### src/rtl/flrp_pkg.sv
package flrp_pkg;

	localparam int unsigned MAX_ID_BYTES_DEF   = 64;
	localparam int unsigned MAX_NAME_BYTES_DEF = 1024;
	localparam logic [15:0] MAX_FILES_RESET    = 16'd1024;

	localparam logic [7:0] CH_DOT       = 8'h2e;
	localparam logic [7:0] CH_SPACE     = 8'h20;
	localparam logic [7:0] CH_DEL       = 8'h7f;
	localparam logic [7:0] CH_SLASH     = 8'h2f;
	localparam logic [7:0] CH_BACKSLASH = 8'h5c;
	localparam logic [7:0] CH_COLON     = 8'h3a;

	typedef enum logic [3:0] {
		PH_MAGIC    = 4'd0,
		PH_IDLEN    = 4'd1,
		PH_IDBYTE   = 4'd2,
		PH_COUNT    = 4'd3,
		PH_NAMELEN  = 4'd4,
		PH_NAMEBYTE = 4'd5,
		PH_SIZE     = 4'd6,
		PH_MOD      = 4'd7,
		PH_DONE     = 4'd8
	} phase_t;

	typedef enum logic [3:0] {
		FK_MAGIC    = 4'd0,
		FK_IDLEN    = 4'd1,
		FK_IDBYTE   = 4'd2,
		FK_COUNT    = 4'd3,
		FK_NAMELEN  = 4'd4,
		FK_NAMEBYTE = 4'd5,
		FK_SIZE     = 4'd6,
		FK_MOD      = 4'd7,
		FK_IGNORED  = 4'd8
	} field_kind_t;

	typedef enum logic [1:0] {
		VD_BUSY   = 2'd0,
		VD_ACCEPT = 2'd1,
		VD_REJECT = 2'd2
	} verdict_t;

	typedef enum logic [3:0] {
		ERR_NONE     = 4'd0,
		ERR_MAGIC    = 4'd1,
		ERR_IDLEN    = 4'd2,
		ERR_COUNT    = 4'd3,
		ERR_NAMELEN  = 4'd4,
		ERR_NAMECHAR = 4'd5,
		ERR_DOT      = 4'd6,
		ERR_TRUNC    = 4'd7,
		ERR_TRAIL    = 4'd8
	} err_kind_t;

	typedef struct packed {
		logic [7:0] data_byte;
		logic       last;
	} in_item_t;

	typedef struct packed {
		logic [7:0]  byte_echo;
		field_kind_t field_kind;
		logic [15:0] file_number;
		logic [63:0] field_value;
		logic        field_done;
		verdict_t    verdict;
		err_kind_t   error_kind;
	} out_item_t;

	// "LDF1"
	function automatic logic [7:0] magic_byte(input logic [1:0] idx);
		logic [7:0] m;
		unique case (idx)
			2'd0: m = 8'h4c;
			2'd1: m = 8'h44;
			2'd2: m = 8'h46;
			2'd3: m = 8'h31;
			default: m = 8'h00;
		endcase
		return m;
	endfunction

	function automatic logic bad_name_char(input logic [7:0] c);
		return (c < CH_SPACE) || (c == CH_DEL) || (c == CH_SLASH)
			|| (c == CH_BACKSLASH) || (c == CH_COLON);
	endfunction

endpackage

### src/rtl/file_list_record_parser.sv
// Result path: an accepted byte request is held in the input register, then the
// parse logic writes its result into the result register, which offers it.
// Throughput: one byte per cycle; the phase machine and counters update once
// per byte, so only a stalled result side slows intake.
// Reset: parse state returns to the magic phase with no error; max_files = 1024.
module file_list_record_parser import flrp_pkg::*; #(
	parameter int unsigned MAX_ID_BYTES   = MAX_ID_BYTES_DEF,
	parameter int unsigned MAX_NAME_BYTES = MAX_NAME_BYTES_DEF
) (
	input  logic        clk,
	input  logic        arst_n,
	input  logic        rx_valid,
	output logic        rx_ready,
	input  in_item_t    rx_data,
	output logic        tx_valid,
	input  logic        tx_ready,
	output out_item_t   tx_data,
	input  logic        cfg_we,
	input  logic [15:0] cfg_wdata
);

	logic      valid_s1;
	in_item_t  item_s1;
	logic      free;
	logic      advance;
	out_item_t res;

	assign advance = valid_s1 && free;

	flrp_in_stage u_in (
		.clk      (clk),
		.arst_n   (arst_n),
		.rx_valid (rx_valid),
		.rx_ready (rx_ready),
		.rx_data  (rx_data),
		.take     (advance),
		.valid_s1 (valid_s1),
		.item_s1  (item_s1)
	);

	flrp_core #(
		.MAX_ID_BYTES   (MAX_ID_BYTES),
		.MAX_NAME_BYTES (MAX_NAME_BYTES)
	) u_core (
		.clk       (clk),
		.arst_n    (arst_n),
		.cfg_we    (cfg_we),
		.cfg_wdata (cfg_wdata),
		.step      (advance),
		.item      (item_s1),
		.res       (res)
	);

	flrp_out_stage u_out (
		.clk      (clk),
		.arst_n   (arst_n),
		.load     (advance),
		.res      (res),
		.free     (free),
		.tx_valid (tx_valid),
		.tx_ready (tx_ready),
		.tx_data  (tx_data)
	);

endmodule

### src/rtl/flrp_in_stage.sv
module flrp_in_stage import flrp_pkg::*; (
	input  logic     clk,
	input  logic     arst_n,
	input  logic     rx_valid,
	output logic     rx_ready,
	input  in_item_t rx_data,
	input  logic     take,
	output logic     valid_s1,
	output in_item_t item_s1
);

	logic valid_q;

	assign rx_ready = !valid_q || take;
	assign valid_s1 = valid_q;

	always_ff @(posedge clk or negedge arst_n) begin
		if (!arst_n) begin
			valid_q <= 1'b0;
		end else if (rx_ready) begin
			valid_q <= rx_valid;
		end
	end

	always_ff @(posedge clk) begin
		if (rx_valid && rx_ready) begin
			item_s1 <= rx_data;
		end
	end

endmodule

### src/rtl/flrp_core.sv
module flrp_core import flrp_pkg::*; #(
	parameter int unsigned MAX_ID_BYTES   = MAX_ID_BYTES_DEF,
	parameter int unsigned MAX_NAME_BYTES = MAX_NAME_BYTES_DEF
) (
	input  logic        clk,
	input  logic        arst_n,
	input  logic        cfg_we,
	input  logic [15:0] cfg_wdata,
	input  logic        step,
	input  in_item_t    item,
	output out_item_t   res
);

	localparam int unsigned STR_MAX = (MAX_ID_BYTES > MAX_NAME_BYTES) ?
		MAX_ID_BYTES : MAX_NAME_BYTES;
	localparam int unsigned SW = $clog2(STR_MAX + 1);

	logic [15:0]   max_files_q;
	phase_t        phase_q, phase_d;
	logic [3:0]    bp_q, bp_d;
	logic [63:0]   acc_q, acc_d;
	logic [SW-1:0] str_q, str_d;
	logic [15:0]   files_q, files_d;
	logic [15:0]   entry_q, entry_d;
	logic [1:0]    dot_q, dot_d;
	err_kind_t     err_q, err_d;

	logic [7:0]    b;
	logic [3:0]    bp_inc;
	logic [31:0]   len_acc;
	logic [1:0]    rem;
	logic [55:0]   bound;
	logic [15:0]   limit;
	err_kind_t     len_err;
	logic [SW-1:0] str_nx;
	logic [15:0]   files_nx;
	logic [1:0]    dot_nx;
	logic          accepted;

	always_ff @(posedge clk or negedge arst_n) begin
		if (!arst_n) begin
			max_files_q <= MAX_FILES_RESET;
		end else if (cfg_we) begin
			max_files_q <= cfg_wdata;
		end
	end

	always_ff @(posedge clk or negedge arst_n) begin
		if (!arst_n) begin
			phase_q <= PH_MAGIC;
			bp_q    <= '0;
			acc_q   <= '0;
			str_q   <= '0;
			files_q <= '0;
			entry_q <= '0;
			dot_q   <= '0;
			err_q   <= ERR_NONE;
		end else if (step) begin
			phase_q <= phase_d;
			bp_q    <= bp_d;
			acc_q   <= acc_d;
			str_q   <= str_d;
			files_q <= files_d;
			entry_q <= entry_d;
			dot_q   <= dot_d;
			err_q   <= err_d;
		end
	end

	always_comb begin
		b        = item.data_byte;
		bp_inc   = bp_q + 4'd1;
		len_acc  = {acc_q[23:0], b};
		rem      = 2'(3'd4 - bp_inc[2:0]);
		bound    = {24'b0, len_acc} << {rem, 3'b000};
		str_nx   = (str_q != '0) ? str_q - SW'(1) : str_q;
		files_nx = (files_q != '0) ? files_q - 16'd1 : files_q;
		dot_nx   = (b == CH_DOT && dot_q < 2'd2) ? dot_q + 2'd1 : 2'd3;
		accepted = 1'b0;

		priority if (phase_q == PH_IDLEN) begin
			limit   = 16'(MAX_ID_BYTES);
			len_err = ERR_IDLEN;
		end else if (phase_q == PH_COUNT) begin
			limit   = max_files_q;
			len_err = ERR_COUNT;
		end else begin
			limit   = 16'(MAX_NAME_BYTES);
			len_err = ERR_NAMELEN;
		end

		phase_d = phase_q;
		bp_d    = bp_q;
		acc_d   = acc_q;
		str_d   = str_q;
		files_d = files_q;
		entry_d = entry_q;
		dot_d   = dot_q;
		err_d   = err_q;

		res.byte_echo   = b;
		res.field_kind  = FK_IGNORED;
		res.file_number = '0;
		res.field_value = '0;
		res.field_done  = 1'b0;

		if (err_q == ERR_NONE) begin
			unique case (phase_q)
				PH_MAGIC: begin
					res.field_kind = FK_MAGIC;
					if (b != magic_byte(bp_q[1:0])) begin
						err_d = ERR_MAGIC;
					end else if (bp_inc >= 4'd4) begin
						phase_d = PH_IDLEN;
						bp_d    = '0;
						acc_d   = '0;
					end else begin
						bp_d = bp_inc;
					end
				end
				PH_IDLEN, PH_COUNT, PH_NAMELEN: begin
					res.field_kind  = (phase_q == PH_IDLEN) ? FK_IDLEN :
						(phase_q == PH_COUNT) ? FK_COUNT : FK_NAMELEN;
					res.file_number = (phase_q == PH_NAMELEN) ? entry_q : 16'd0;
					res.field_value = {32'b0, len_acc};
					res.field_done  = (rem == 2'd0);
					acc_d = {32'b0, len_acc};
					bp_d  = bp_inc;
					// reject as soon as the prefix forces the value past its limit
					if ((|bound[55:16]) || (bound[15:0] > limit)) begin
						err_d = len_err;
					end else if (rem == 2'd0) begin
						if (len_acc == 32'd0) begin
							err_d = len_err;
						end else if (phase_q == PH_IDLEN) begin
							str_d   = len_acc[SW-1:0];
							phase_d = PH_IDBYTE;
						end else if (phase_q == PH_COUNT) begin
							files_d = len_acc[15:0];
							entry_d = '0;
							phase_d = PH_NAMELEN;
							bp_d    = '0;
							acc_d   = '0;
						end else begin
							str_d   = len_acc[SW-1:0];
							dot_d   = '0;
							phase_d = PH_NAMEBYTE;
						end
					end
				end
				PH_IDBYTE: begin
					res.field_kind = FK_IDBYTE;
					str_d = str_nx;
					if (str_nx == '0) begin
						phase_d = PH_COUNT;
						bp_d    = '0;
						acc_d   = '0;
					end
				end
				PH_NAMEBYTE: begin
					res.field_kind  = FK_NAMEBYTE;
					res.file_number = entry_q;
					if (bad_name_char(b)) begin
						err_d = ERR_NAMECHAR;
					end else begin
						dot_d = dot_nx;
						str_d = str_nx;
						if (str_nx == '0) begin
							if (dot_nx == 2'd1 || dot_nx == 2'd2) begin
								err_d = ERR_DOT;
							end else begin
								phase_d = PH_SIZE;
								bp_d    = '0;
								acc_d   = '0;
							end
						end
					end
				end
				PH_SIZE, PH_MOD: begin
					res.field_kind  = (phase_q == PH_SIZE) ? FK_SIZE : FK_MOD;
					res.file_number = entry_q;
					res.field_value = {acc_q[55:0], b};
					acc_d = {acc_q[55:0], b};
					bp_d  = bp_inc;
					if (bp_inc >= 4'd8) begin
						res.field_done = 1'b1;
						if (phase_q == PH_SIZE) begin
							phase_d = PH_MOD;
							bp_d    = '0;
							acc_d   = '0;
						end else begin
							entry_d = entry_q + 16'd1;
							files_d = files_nx;
							if (files_nx == 16'd0) begin
								phase_d = PH_DONE;
							end else begin
								phase_d = PH_NAMELEN;
								bp_d    = '0;
								acc_d   = '0;
							end
						end
					end
				end
				default: begin
					err_d = ERR_TRAIL;
				end
			endcase

			if (err_d == ERR_NONE && item.last) begin
				if (phase_d == PH_DONE) begin
					accepted = 1'b1;
				end else begin
					err_d = ERR_TRUNC;
				end
			end
		end

		res.error_kind = err_d;
		res.verdict    = (err_d != ERR_NONE) ? VD_REJECT :
			(accepted ? VD_ACCEPT : VD_BUSY);

		// end of message: back to the start
		if (item.last) begin
			phase_d = PH_MAGIC;
			bp_d    = '0;
			acc_d   = '0;
			str_d   = '0;
			files_d = '0;
			entry_d = '0;
			dot_d   = '0;
			err_d   = ERR_NONE;
		end
	end

endmodule

### src/rtl/flrp_out_stage.sv
module flrp_out_stage import flrp_pkg::*; (
	input  logic      clk,
	input  logic      arst_n,
	input  logic      load,
	input  out_item_t res,
	output logic      free,
	output logic      tx_valid,
	input  logic      tx_ready,
	output out_item_t tx_data
);

	logic valid_q;

	assign free     = !valid_q || tx_ready;
	assign tx_valid = valid_q;

	always_ff @(posedge clk or negedge arst_n) begin
		if (!arst_n) begin
			valid_q <= 1'b0;
		end else if (load) begin
			valid_q <= 1'b1;
		end else if (tx_ready) begin
			valid_q <= 1'b0;
		end
	end

	always_ff @(posedge clk) begin
		if (load) begin
			tx_data <= res;
		end
	end

endmodule

### config.mk
export PLATFORM = sky130hd
export DESIGN_NAME = file_list_record_parser
export DESIGN_NICKNAME = d
export VERILOG_FILES = /design/src/rtl/flrp_pkg.sv /design/src/rtl/file_list_record_parser.sv /design/src/rtl/flrp_in_stage.sv /design/src/rtl/flrp_core.sv /design/src/rtl/flrp_out_stage.sv
export SDC_FILE = /design/constraint.sdc
export NUM_CORES = 1
export LEC_CHECK = 0
export BUFFER_PORTS_ARGS = -buffer_cell sky130_fd_sc_hd__buf_2
export CAP_MARGIN = 0
export CORE_MARGIN = 3
export CORE_UTILIZATION = 50
export CTS_BUF_LIST = sky130_fd_sc_hd__clkbuf_4 sky130_fd_sc_hd__clkbuf_8
export DETAILED_ROUTE_END_ITERATION = 10
export PLACE_DENSITY = 0.8
export SYNTH_ARGS = -nofsm -noshare
export SYNTH_HDL_FRONTEND = slang
export SYNTH_SLANG_ARGS = --single-unit
### constraint.sdc
create_clock -name clk -period 6.7 [get_ports clk]
set_input_delay 1.34 -clock clk [delete_from_list [all_inputs] [get_ports clk]]
set_output_delay 1.34 -clock clk [all_outputs]
set_load 0.05 [all_outputs]
==> results of run 1 <==
[power groups by stage]
stage	combinational (uW)	sequential (uW)	clock (uW)
after floorplan	302	1810	0
after global placement	572	1690	0
after detailed placement	576	1690	0
after CTS	578	1670	1350
after global routing	631	1680	1420
final	582	1670	1320
[worst register-to-register path, cell delays in order, from the launching register on]
cell and delay [ns]:
dfrtp_1 0.37, buf_4 0.21, clkinv_1 0.19, nand3_1 0.20, nor2_1 0.92, nand2_1 0.17, ha_1 0.37, nand4_1 0.15
nor4_1 0.36, a21boi_0 0.22, o31a_1 0.26, a211oi_2 0.10, a2111oi_0 0.69, or4_1 0.28, a31oi_1 0.09, or4_1 0.53
[stage by stage]
stage | setup WS, ns | total power, uW | utilization
2_1_floorplan | 1.067 | 2116 | -
3_3_place_gp | 1.731 | 2267 | 0.5498
3_5_place_dp | 1.499 | 2271 | 0.5498
4_1_cts | 1.436 | 3599 | 0.5865
5_1_grt | 1.077 | 3723 | 0.5865
6_report | 1.340 | 3573 | 0.5865
[final timing paths]
check	end	slack, ns
max	u_out.tx_data[5]$_SDFFCE_PP1P_	1.34
min	u_core.entry_q[15]$_DFFE_PN0P_	0.47
max reg2reg	u_out.tx_data[5]$_SDFFCE_PP1P_	1.34
min reg2reg	u_core.entry_q[15]$_DFFE_PN0P_	0.47
max in group asynchronous	u_core.acc_q[4]$_DFFE_PN0P_	4.41
min in group asynchronous	u_core.max_files_q[9]$_DFFE_PN0P_	0.88
[registers in the layout, summed over array words and instances, names as in the netlist, 9 cells and up]
register / cells
u_in.item_s1: 9
u_core.files_q: 16
u_core.str_q: 11
u_core.entry_q: 16
u_out.tx_data: 99
u_core.max_files_q: 16
u_core.acc_q: 56
[layout make-up]
cell class              count  area share
well taps                 313     0.02931
clock inverters            12    0.007305
clock buffers              60     0.05525
multi-input cells         770      0.3601
flip-flops and latches    239      0.4882
repair buffers            140     0.05450
inverters                  19    0.005338
[cell families after synthesis]
family | Yosys count | share of synthesized area
buffers and inverters | 91 | 0.03162
AND/OR/NAND/NOR | 427 | 0.1976
multiplexers | 23 | 0.02165
AO/OA/AOI/OAI | 289 | 0.1597
flip-flops | 239 | 0.5588
XOR/XNOR | 8 | 0.006002
adder cells (fa/ha/maj) | 23 | 0.02465
[routing by layer]
metal	up-vias	track usage	part of all wire
li1	4305	-	-
met1	4338	0.3039	0.44
met2	380	0.3463	0.45
met3	56	0.04200	0.076
met4	0	0.07720	0.029
met5	-	0	0
[cells in the final DEF, fill, tap and decap left out, drive strengths merged, types with 18 or more instances in the layout]
cell,count
nor3,32
ha,23
nor4,20
nor2,54
nand3,26
and2,61
edfxtp,108
a22o,40
mux2,18
and3,44
a21oi,65
nand2,114
clkbuf,60
inv,19
dfrtp,130
o21ai,96
o31ai,23
buf,140
==> results by group, run 1 <==
Final layout
  – N_diodes: 0
  – Final instance area: roughly 13000 sq um
  – Layout cells sized above 1: 0.2016
  – Multi-input gate area: approximately 4800 sq um
  – Layout area overhead: 14.46%
  – Number of fill cells: 1878
  – Fin cells: 1553
  – Fin nets: around 1300
  – Storage cell area: ~6500 sq um

Floorplanning
  – DIE WIDTH: approximately 160 um
  – Die Area: ~25000 sq um
  – Die Height: roughly 160 um
  – Boundary Pins: roughly 130
  – FP Rows: 55
  – Starting Density: 0.5124
  – CORE AREA: 22780 sq um

Routing
  – Wirelength, routed: between 20 and 30 mm
  – DRT Pass-1 Iters: 5
  – Via count: just over 9000
  – Vias per inst: 5.846
  – DRC marker count from the first detailed-route iteration: between 700 and 800
  – Routed Antenna Nets: 0
  – DRC violations left: 0
  – DR WL/cell: between 15 and 20 um

Synth
  – Synth cell count leaders: 130 x dfrtp_1, 114 x nand2_1, 108 x edfxtp_1
  – Mapped Cells: 1100
  – Synthesized cell area: about 12000 sq um
  – Seq/Total Area, Yosys: 0.5588
  – Most common cell in the netlist: dfrtp_1
  – Top post-synthesis cells by area: dfrtp_1 28%, edfxtp_1 28%, nand2_1 3.7%
  – Warnings from Yosys: 0
  – EDFF count, synth: ~110
  – Cell taking the most area after synthesis: dfrtp_1
  – Post-synth top area share: 0.2787
  – Asr flop ratio synth: 0.5481
  – Yosys reg bits: 239
  – Post-synthesis average cell area: ~11 sq um
  – Distinct cells, synth: between 70 and 80
  – Most common flop cell mapped by yosys: dfrtp_1
  – Net Count, Synth: ~1200

CTS
  – CTS Root Cell: clkbuf_8
  – # resized after CTS: 0
  – Clock Latency Late Sink: 0.54 ns
  – CTS buffer count: 39
  – Postcts setup bufs: 0
  – TritonCTS clock tree: done
  – H-tree depth: 2
  – CTS max path bufs: 3
  – Clk slew on worst S/H paths: 0.06 ns
  – Clock tree sinks: roughly 240
  – CTS Hold Bufs: 0

Status
  – Outcome: completed

Critical path
  – Crit-path cells: buf_4 -> clkinv_1 -> nand3_1 -> nor2_1 -> nand2_1 -> ha_1 -> nand4_1 -> nor4_1 -> a21boi_0 -> o31a_1 -> a211oi_2 -> a2111oi_0 -> or4_1 -> a31oi_1 -> or4_1
  – Crit. End Element: flop
  – FF-to-FF path depth: 15
  – WP data arrival: about 5.6 ns
  – Required @ worst endpoint: 6.98 ns
  – CP Max Fanout: 19
  – WS Path Type: flop to flop
  – CP startpoint kind: flop
  – Max stage delay on crit path: 0.92 ns
  – Crit path max-delay family: simple AND/OR/NAND/NOR gates
  – Worst path bufs/invs: 2
  – Critical path origin: u_core.phase_q[3]$_DFFE_PN0P_
  – Slowest-stage cell, CP: nor2_1
  – WP depth: 15
  – CP dominant cell by count: or4_1
  – Worst r2r src: u_core.phase_q[3]$_DFFE_PN0P_

Pwr
  – Leakage power: 0.005717 uW
  – Clock Power Share: 0.370
  – Psw: around 1100 uW
  – Internal: ~2500 uW
  – Pwr/cell area: between 200 and 300 nW/um^2
  – Combinational Power Share: 0.163
  – Sw Share: 0.2953
  – Peak VDD IR: roughly 0.18 mV
  – Reg power frac: 0.467

STA
  – Final period util: 0.7999
  – Hold WS: 0.4705 ns
  – RSZ-0062 raised after global routing: no
  – Slew Viols, Final: 0
  – Max Freq: approximately 0.19 GHz
  – Worst-margin pin slew: roughly 1.1 ns
  – Final hold viol count: 0
  – Post-route minimum period: 5.360 ns
  – Max_slew headroom: 0.2372
  – # setup viols final: 0
  – TNS Setup: 0 ns
  – Max Clock Skew: slightly below 0.02 ns

Global routing
  – Total GRT Usage: 0.2187
  – Grt ovf: 0
  – Largest net degree at the start of global routing: slightly above 80
  – Antenna violations before repair: 0
  – Number of global-route vias before repair: slightly below 9000
  – First-pass GRT wire length: 45.67 mm

Place
  – Gpl congestion: 0.9715
  – Placed insts: around 1500
  – Area post-placement: 12520 sq um
  – PortBufs: 130
  – Post-DP HPWL: around 19 mm

Hold path
  – Beginning of the worst hold path: u_core.entry_q[15]$_DFFE_PN0P_
  – Worst hold path class: flop to flop
  – Hold path cells: 1

Run
  – Max-cap violations: 0
Note: power is estimated with default switching activity, not from simulation.
==> run 2, diff against run 1 <==
--- a/config.mk
+++ b/config.mk
@@ -5,13 +5,14 @@
 export SDC_FILE = /design/constraint.sdc
 export NUM_CORES = 1
 export LEC_CHECK = 0
+export ABC_AREA = 1
 export BUFFER_PORTS_ARGS = -buffer_cell sky130_fd_sc_hd__buf_2
 export CAP_MARGIN = 0
 export CORE_MARGIN = 3
 export CORE_UTILIZATION = 50
 export CTS_BUF_LIST = sky130_fd_sc_hd__clkbuf_4 sky130_fd_sc_hd__clkbuf_8
 export DETAILED_ROUTE_END_ITERATION = 10
-export PLACE_DENSITY = 0.8
+export PLACE_DENSITY = 0.79
 export SYNTH_ARGS = -nofsm -noshare
 export SYNTH_HDL_FRONTEND = slang
 export SYNTH_SLANG_ARGS = --single-unit
==> constraint.sdc (replaced) <==
create_clock -name clk -period 5.2 [get_ports clk]
set_input_delay 1.04 -clock clk [delete_from_list [all_inputs] [get_ports clk]]
set_output_delay 1.04 -clock clk [all_outputs]
set_load 0.05 [all_outputs]
==> results by group, run 2 <==
CTS
  – Clk slew on worst S/H paths: 0.06 ns (about the same)
  – # resized after CTS: 0 (unchanged)
  – Clock tree sinks: 239 (unchanged)
  – CTS buffer count: 40 (+2.6%)
  – TritonCTS clock tree: done
  – Clock Latency Late Sink: 0.54 ns (about the same)
  – CTS Root Cell: clkbuf_8
  – CTS Hold Bufs: 0 (unchanged)
  – H-tree depth: 2 (unchanged)
  – CTS max path bufs: 3 (unchanged)
  – Postcts setup bufs: 0 (unchanged)

STA
  – Slew Viols, Final: 0 (unchanged)
  – # setup viols final: 0 (unchanged)
  – Max_slew headroom: 0.3651 (+0.1279)
  – RSZ-0062 raised after global routing: no
  – Worst-margin pin slew: 0.9509 ns (-0.1890 ns)
  – Max Freq: 0.2353 GHz (+26%)
  – Setup WS post-layout: 0.9495 ns (-0.3910 ns)
  – TNS Setup: 0 ns (unchanged)
  – Final period util: 0.8174 (+0.01747)
  – Hold WS: 0.5029 ns (+0.03239 ns)
  – Max Clock Skew: 0.01044 ns (-0.009195 ns)
  – Post-route minimum period: 4.251 ns (-1.109 ns)
  – Final hold viol count: 0 (unchanged)

Place
  – Post-DP HPWL: 21.89 mm (+18%)
  – PortBufs: 130 (unchanged)
  – Gpl congestion: 0.9470 (-2.5%)
  – Pre-CTS setup slack: 1.085 ns (-0.4146 ns)

Final layout
  – Storage cell area: 6523 sq um (unchanged)
  – Biggest register: u_out.tx_data
  – Top Registers: u_out.tx_data: 99 flops, u_core.acc_q: 56 flops
  – Number of fill cells: 2145 (+14%)
  – Max reg flops: 99 (unchanged)
  – Post-Route Utilization: 0.5813 (-0.005242)
  – Layout area overhead: 13.83%
  – N_diodes: 0 (unchanged)
  – Commonest non-fill, non-tap cells in the layout: 394 x nand2_1, 179 x inv_1, 173 x nor2_1, 130 x dfrtp_1, 129 x buf_2
  – Fin nets: 1684 (+33%)
  – Multi-input gate area: 5000 sq um (+3.9%)
  – Most common cell after layout, fill and taps aside: nand2_1
  – Layout cells sized above 1: 0.1499 (-0.05170)

Synth
  – Distinct cells, synth: 47 (-41%)
  – Seq/Total Area, Yosys: 0.5221 (-0.03666)
  – Synthesized cell area: 12490 sq um (+7.0%)
  – Largest family of logic cells by synthesized area: simple AND/OR/NAND/NOR gates
  – Post-synth top area share: 0.2604 (-0.01828)
  – Net Count, Synth: 1563 (+36%)
  – Cell taking the most area after synthesis: dfrtp_1
  – Mapped Cells: 1510 (+37%)
  – Compound-gate portion of the synthesized area: 0.09585 (-0.06386)
  – Post-synthesis average cell area: 8.273 sq um (-22%)
  – Most common flop cell mapped by yosys: dfrtp_1
  – Asr flop ratio synth: 0.5481 (unchanged)
  – Yosys reg bits: 239 (unchanged)
  – Top post-synthesis cells by area: dfrtp_1 26%, edfxtp_1 26%, nand2_1 12%
  – Most common cell in the netlist: nand2_1
  – Synth cell count leaders: 394 x nand2_1, 180 x inv_1, 174 x nor2_1
  – EDFF count, synth: 108 (unchanged)
  – Post-synthesis adder-cell area fraction: 0.02304 (-0.001617)
  – Mux share of post-synthesis cell area: 0.01352 (-0.008131)
  – Warnings from Yosys: 0 (unchanged)
  – Post-synthesis simple-gate area fraction: 0.2616 (+0.06406)
  – Post-synthesis xor/xnor area fraction: 0.005609 (-0.0003938)

Floorplanning
  – CORE AREA: 24460 sq um (+7.4%)
  – Boundary Pins: 131 (unchanged)
  – Starting Density: 0.5107 (-0.001777)
  – Die Height: 164.1 um (+3.3%)
  – DIE WIDTH: 164.1 um (+3.3%)
  – Die Area: 26920 sq um (+6.8%)
  – FP Rows: 57 (+3.6%)

Hold path
  – Beginning of the worst hold path: u_core.acc_q[54]$_DFFE_PN0P_
  – Worst hold path class: flop to flop

Routing
  – Via count: 10990 (+21%)
  – DR WL/cell: 15.85 um (-12%)
  – DRT Pass-1 Iters: 6 (+1)
  – DRC marker count from the first detailed-route iteration: 1378 (+77%)
  – Routed Antenna Nets: 0 (unchanged)
  – Wirelength, routed: 31.47 mm (+13%)
  – DRC violations left: 0 (unchanged)
  – Vias per inst: 5.534 (-5.3%)

Pwr
  – Pwr/cell area: 444.2 nW/um^2 (+66%)
  – Leakage power: 0.006596 uW (+15%)
  – Final Power: 6316 uW (+77%)
  – Peak VDD IR: 0.3379 mV (+90%)

Critical path
  – Crit-path cells: inv_1 -> ha_1 -> inv_1 -> nand2_1 -> nand2_1 -> nor2_1 -> ha_1 -> nand2_1 -> nor2_1 -> nand2_1 -> nor2_1 -> inv_1 -> nand2_1 -> nand2_1 -> nor2_1 -> nand2_1 -> o21ai_0 -> nand2_1 -> o21ai_0 -> o21ai_0
  – CP dominant cell by count: nand2_1
  – WP data arrival: 4.65 ns (-0.99 ns)
  – CP Max Fanout: 20 (+1)
  – Required @ worst endpoint: 5.60 ns (-1.38 ns)
  – Crit. End Element: flop
  – Slowest-stage cell, CP: nand2_1
  – Worst r2r src: u_core.bp_q[0]$_DFFE_PN0P_
  – CP startpoint kind: flop
  – WS Path Type: flop to flop
  – Critical path origin: u_core.bp_q[0]$_DFFE_PN0P_
  – Worst R2R Setup Slack: 0.95 ns (-0.39 ns)
  – Max stage delay on crit path: 0.52 ns (-0.40 ns)

Global routing
  – Total GRT Usage: 0.2378 (+0.01907)
  – Antenna violations before repair: 0 (unchanged)
  – Largest net degree at the start of global routing: 74 (-9.8%)
  – First-pass GRT wire length: 52.01 mm (+14%)
  – Number of global-route vias before repair: 10350 (+17%)
  – Grt ovf: 0 (unchanged)

Run
  – Max-cap violations: 0 (unchanged)

Status
  – Outcome: completed
-- run 2: changes by cell type after synthesis, moves of 17 or more --
| cell | delta |
|---|---|
| and2_1 | -61 |
| a22o_1 | -39 |
| nand2_1 | +280 |
| clkbuf_1 | -18 |
| nand4_1 | +33 |
| o22ai_1 | +17 |
| nor2_1 | +120 |
| o21ai_0 | +42 |
| a21oi_1 | -33 |
| inv_1 | +163 |
| nand3_1 | +90 |
| and3_1 | -44 |
| o21ai_1 | -23 |
-- run 2: cells by family after synthesis --
kind of cell               after synthesis
AOI/OAI and AO/OA                      207
xor gates and xnor gates                 8
adders and majority gates               23
buffers and inverters                  249
DFF                                    239
muxes                                   15
and+or+nand+nor                        769
-- run 2: report_power, final --
part	internal [uW]	leakage (uW)	switching, uW
Clock	991	0.000444	747
Sequential	2190	0.00284	144
Combinational	605	0.00331	1640
-- run 2: path summary, 6_finish.rpt --
check | to | depth (start not counted)
worst max-delay path | u_core.bp_q[0]$_DFFE_PN0P_ | 20
worst min-delay path | u_core.acc_q[54]$_DFFE_PN0P_ | 2
worst max register to register | u_core.bp_q[0]$_DFFE_PN0P_ | 20
worst min register to register | u_core.acc_q[54]$_DFFE_PN0P_ | 2
max in group asynchronous | u_core.acc_q[41]$_DFFE_PN0P_ | 2
min in group asynchronous | u_core.max_files_q[9]$_DFFE_PN0P_ | 1
-- run 2: final cells by class --
class | count | share of cell area
clock inverter | 15 | 0.009063
sequential | 239 | 0.4587
clock buffer | 57 | 0.05033
timing repair buffer | 143 | 0.05279
tap | 324 | 0.02851
multi-input combinational | 1022 | 0.3516
inverter | 185 | 0.04901
-- run 2: critical path: cells and delay by family, from the launching register on --
kind,cells,cell delay [ns]
simple gates,12,1.90
compound gates,3,0.75
fa+ha+maj,2,0.63
buf+inv,3,0.45
flops,1,0.38
-- run 2: per-stage QoR --
step / std cells / instance area [sq um]
floorplan: 1510 / 12490
global placement: 1913 / 13380
detailed placement: 1913 / 13380
CTS: 1985 / 14220
global route: 1985 / 14220
finish: 1985 / 14220
-- run 2: layer usage --
layer | GRT usage | share of wire | wire [um]
met5 | 0 | 0 | 0
met4 | 0.08804 | 0.035 | 1094
met3 | 0.04540 | 0.085 | 2682
met2 | 0.3758 | 0.46 | 14400
met1 | 0.3277 | 0.42 | 13280
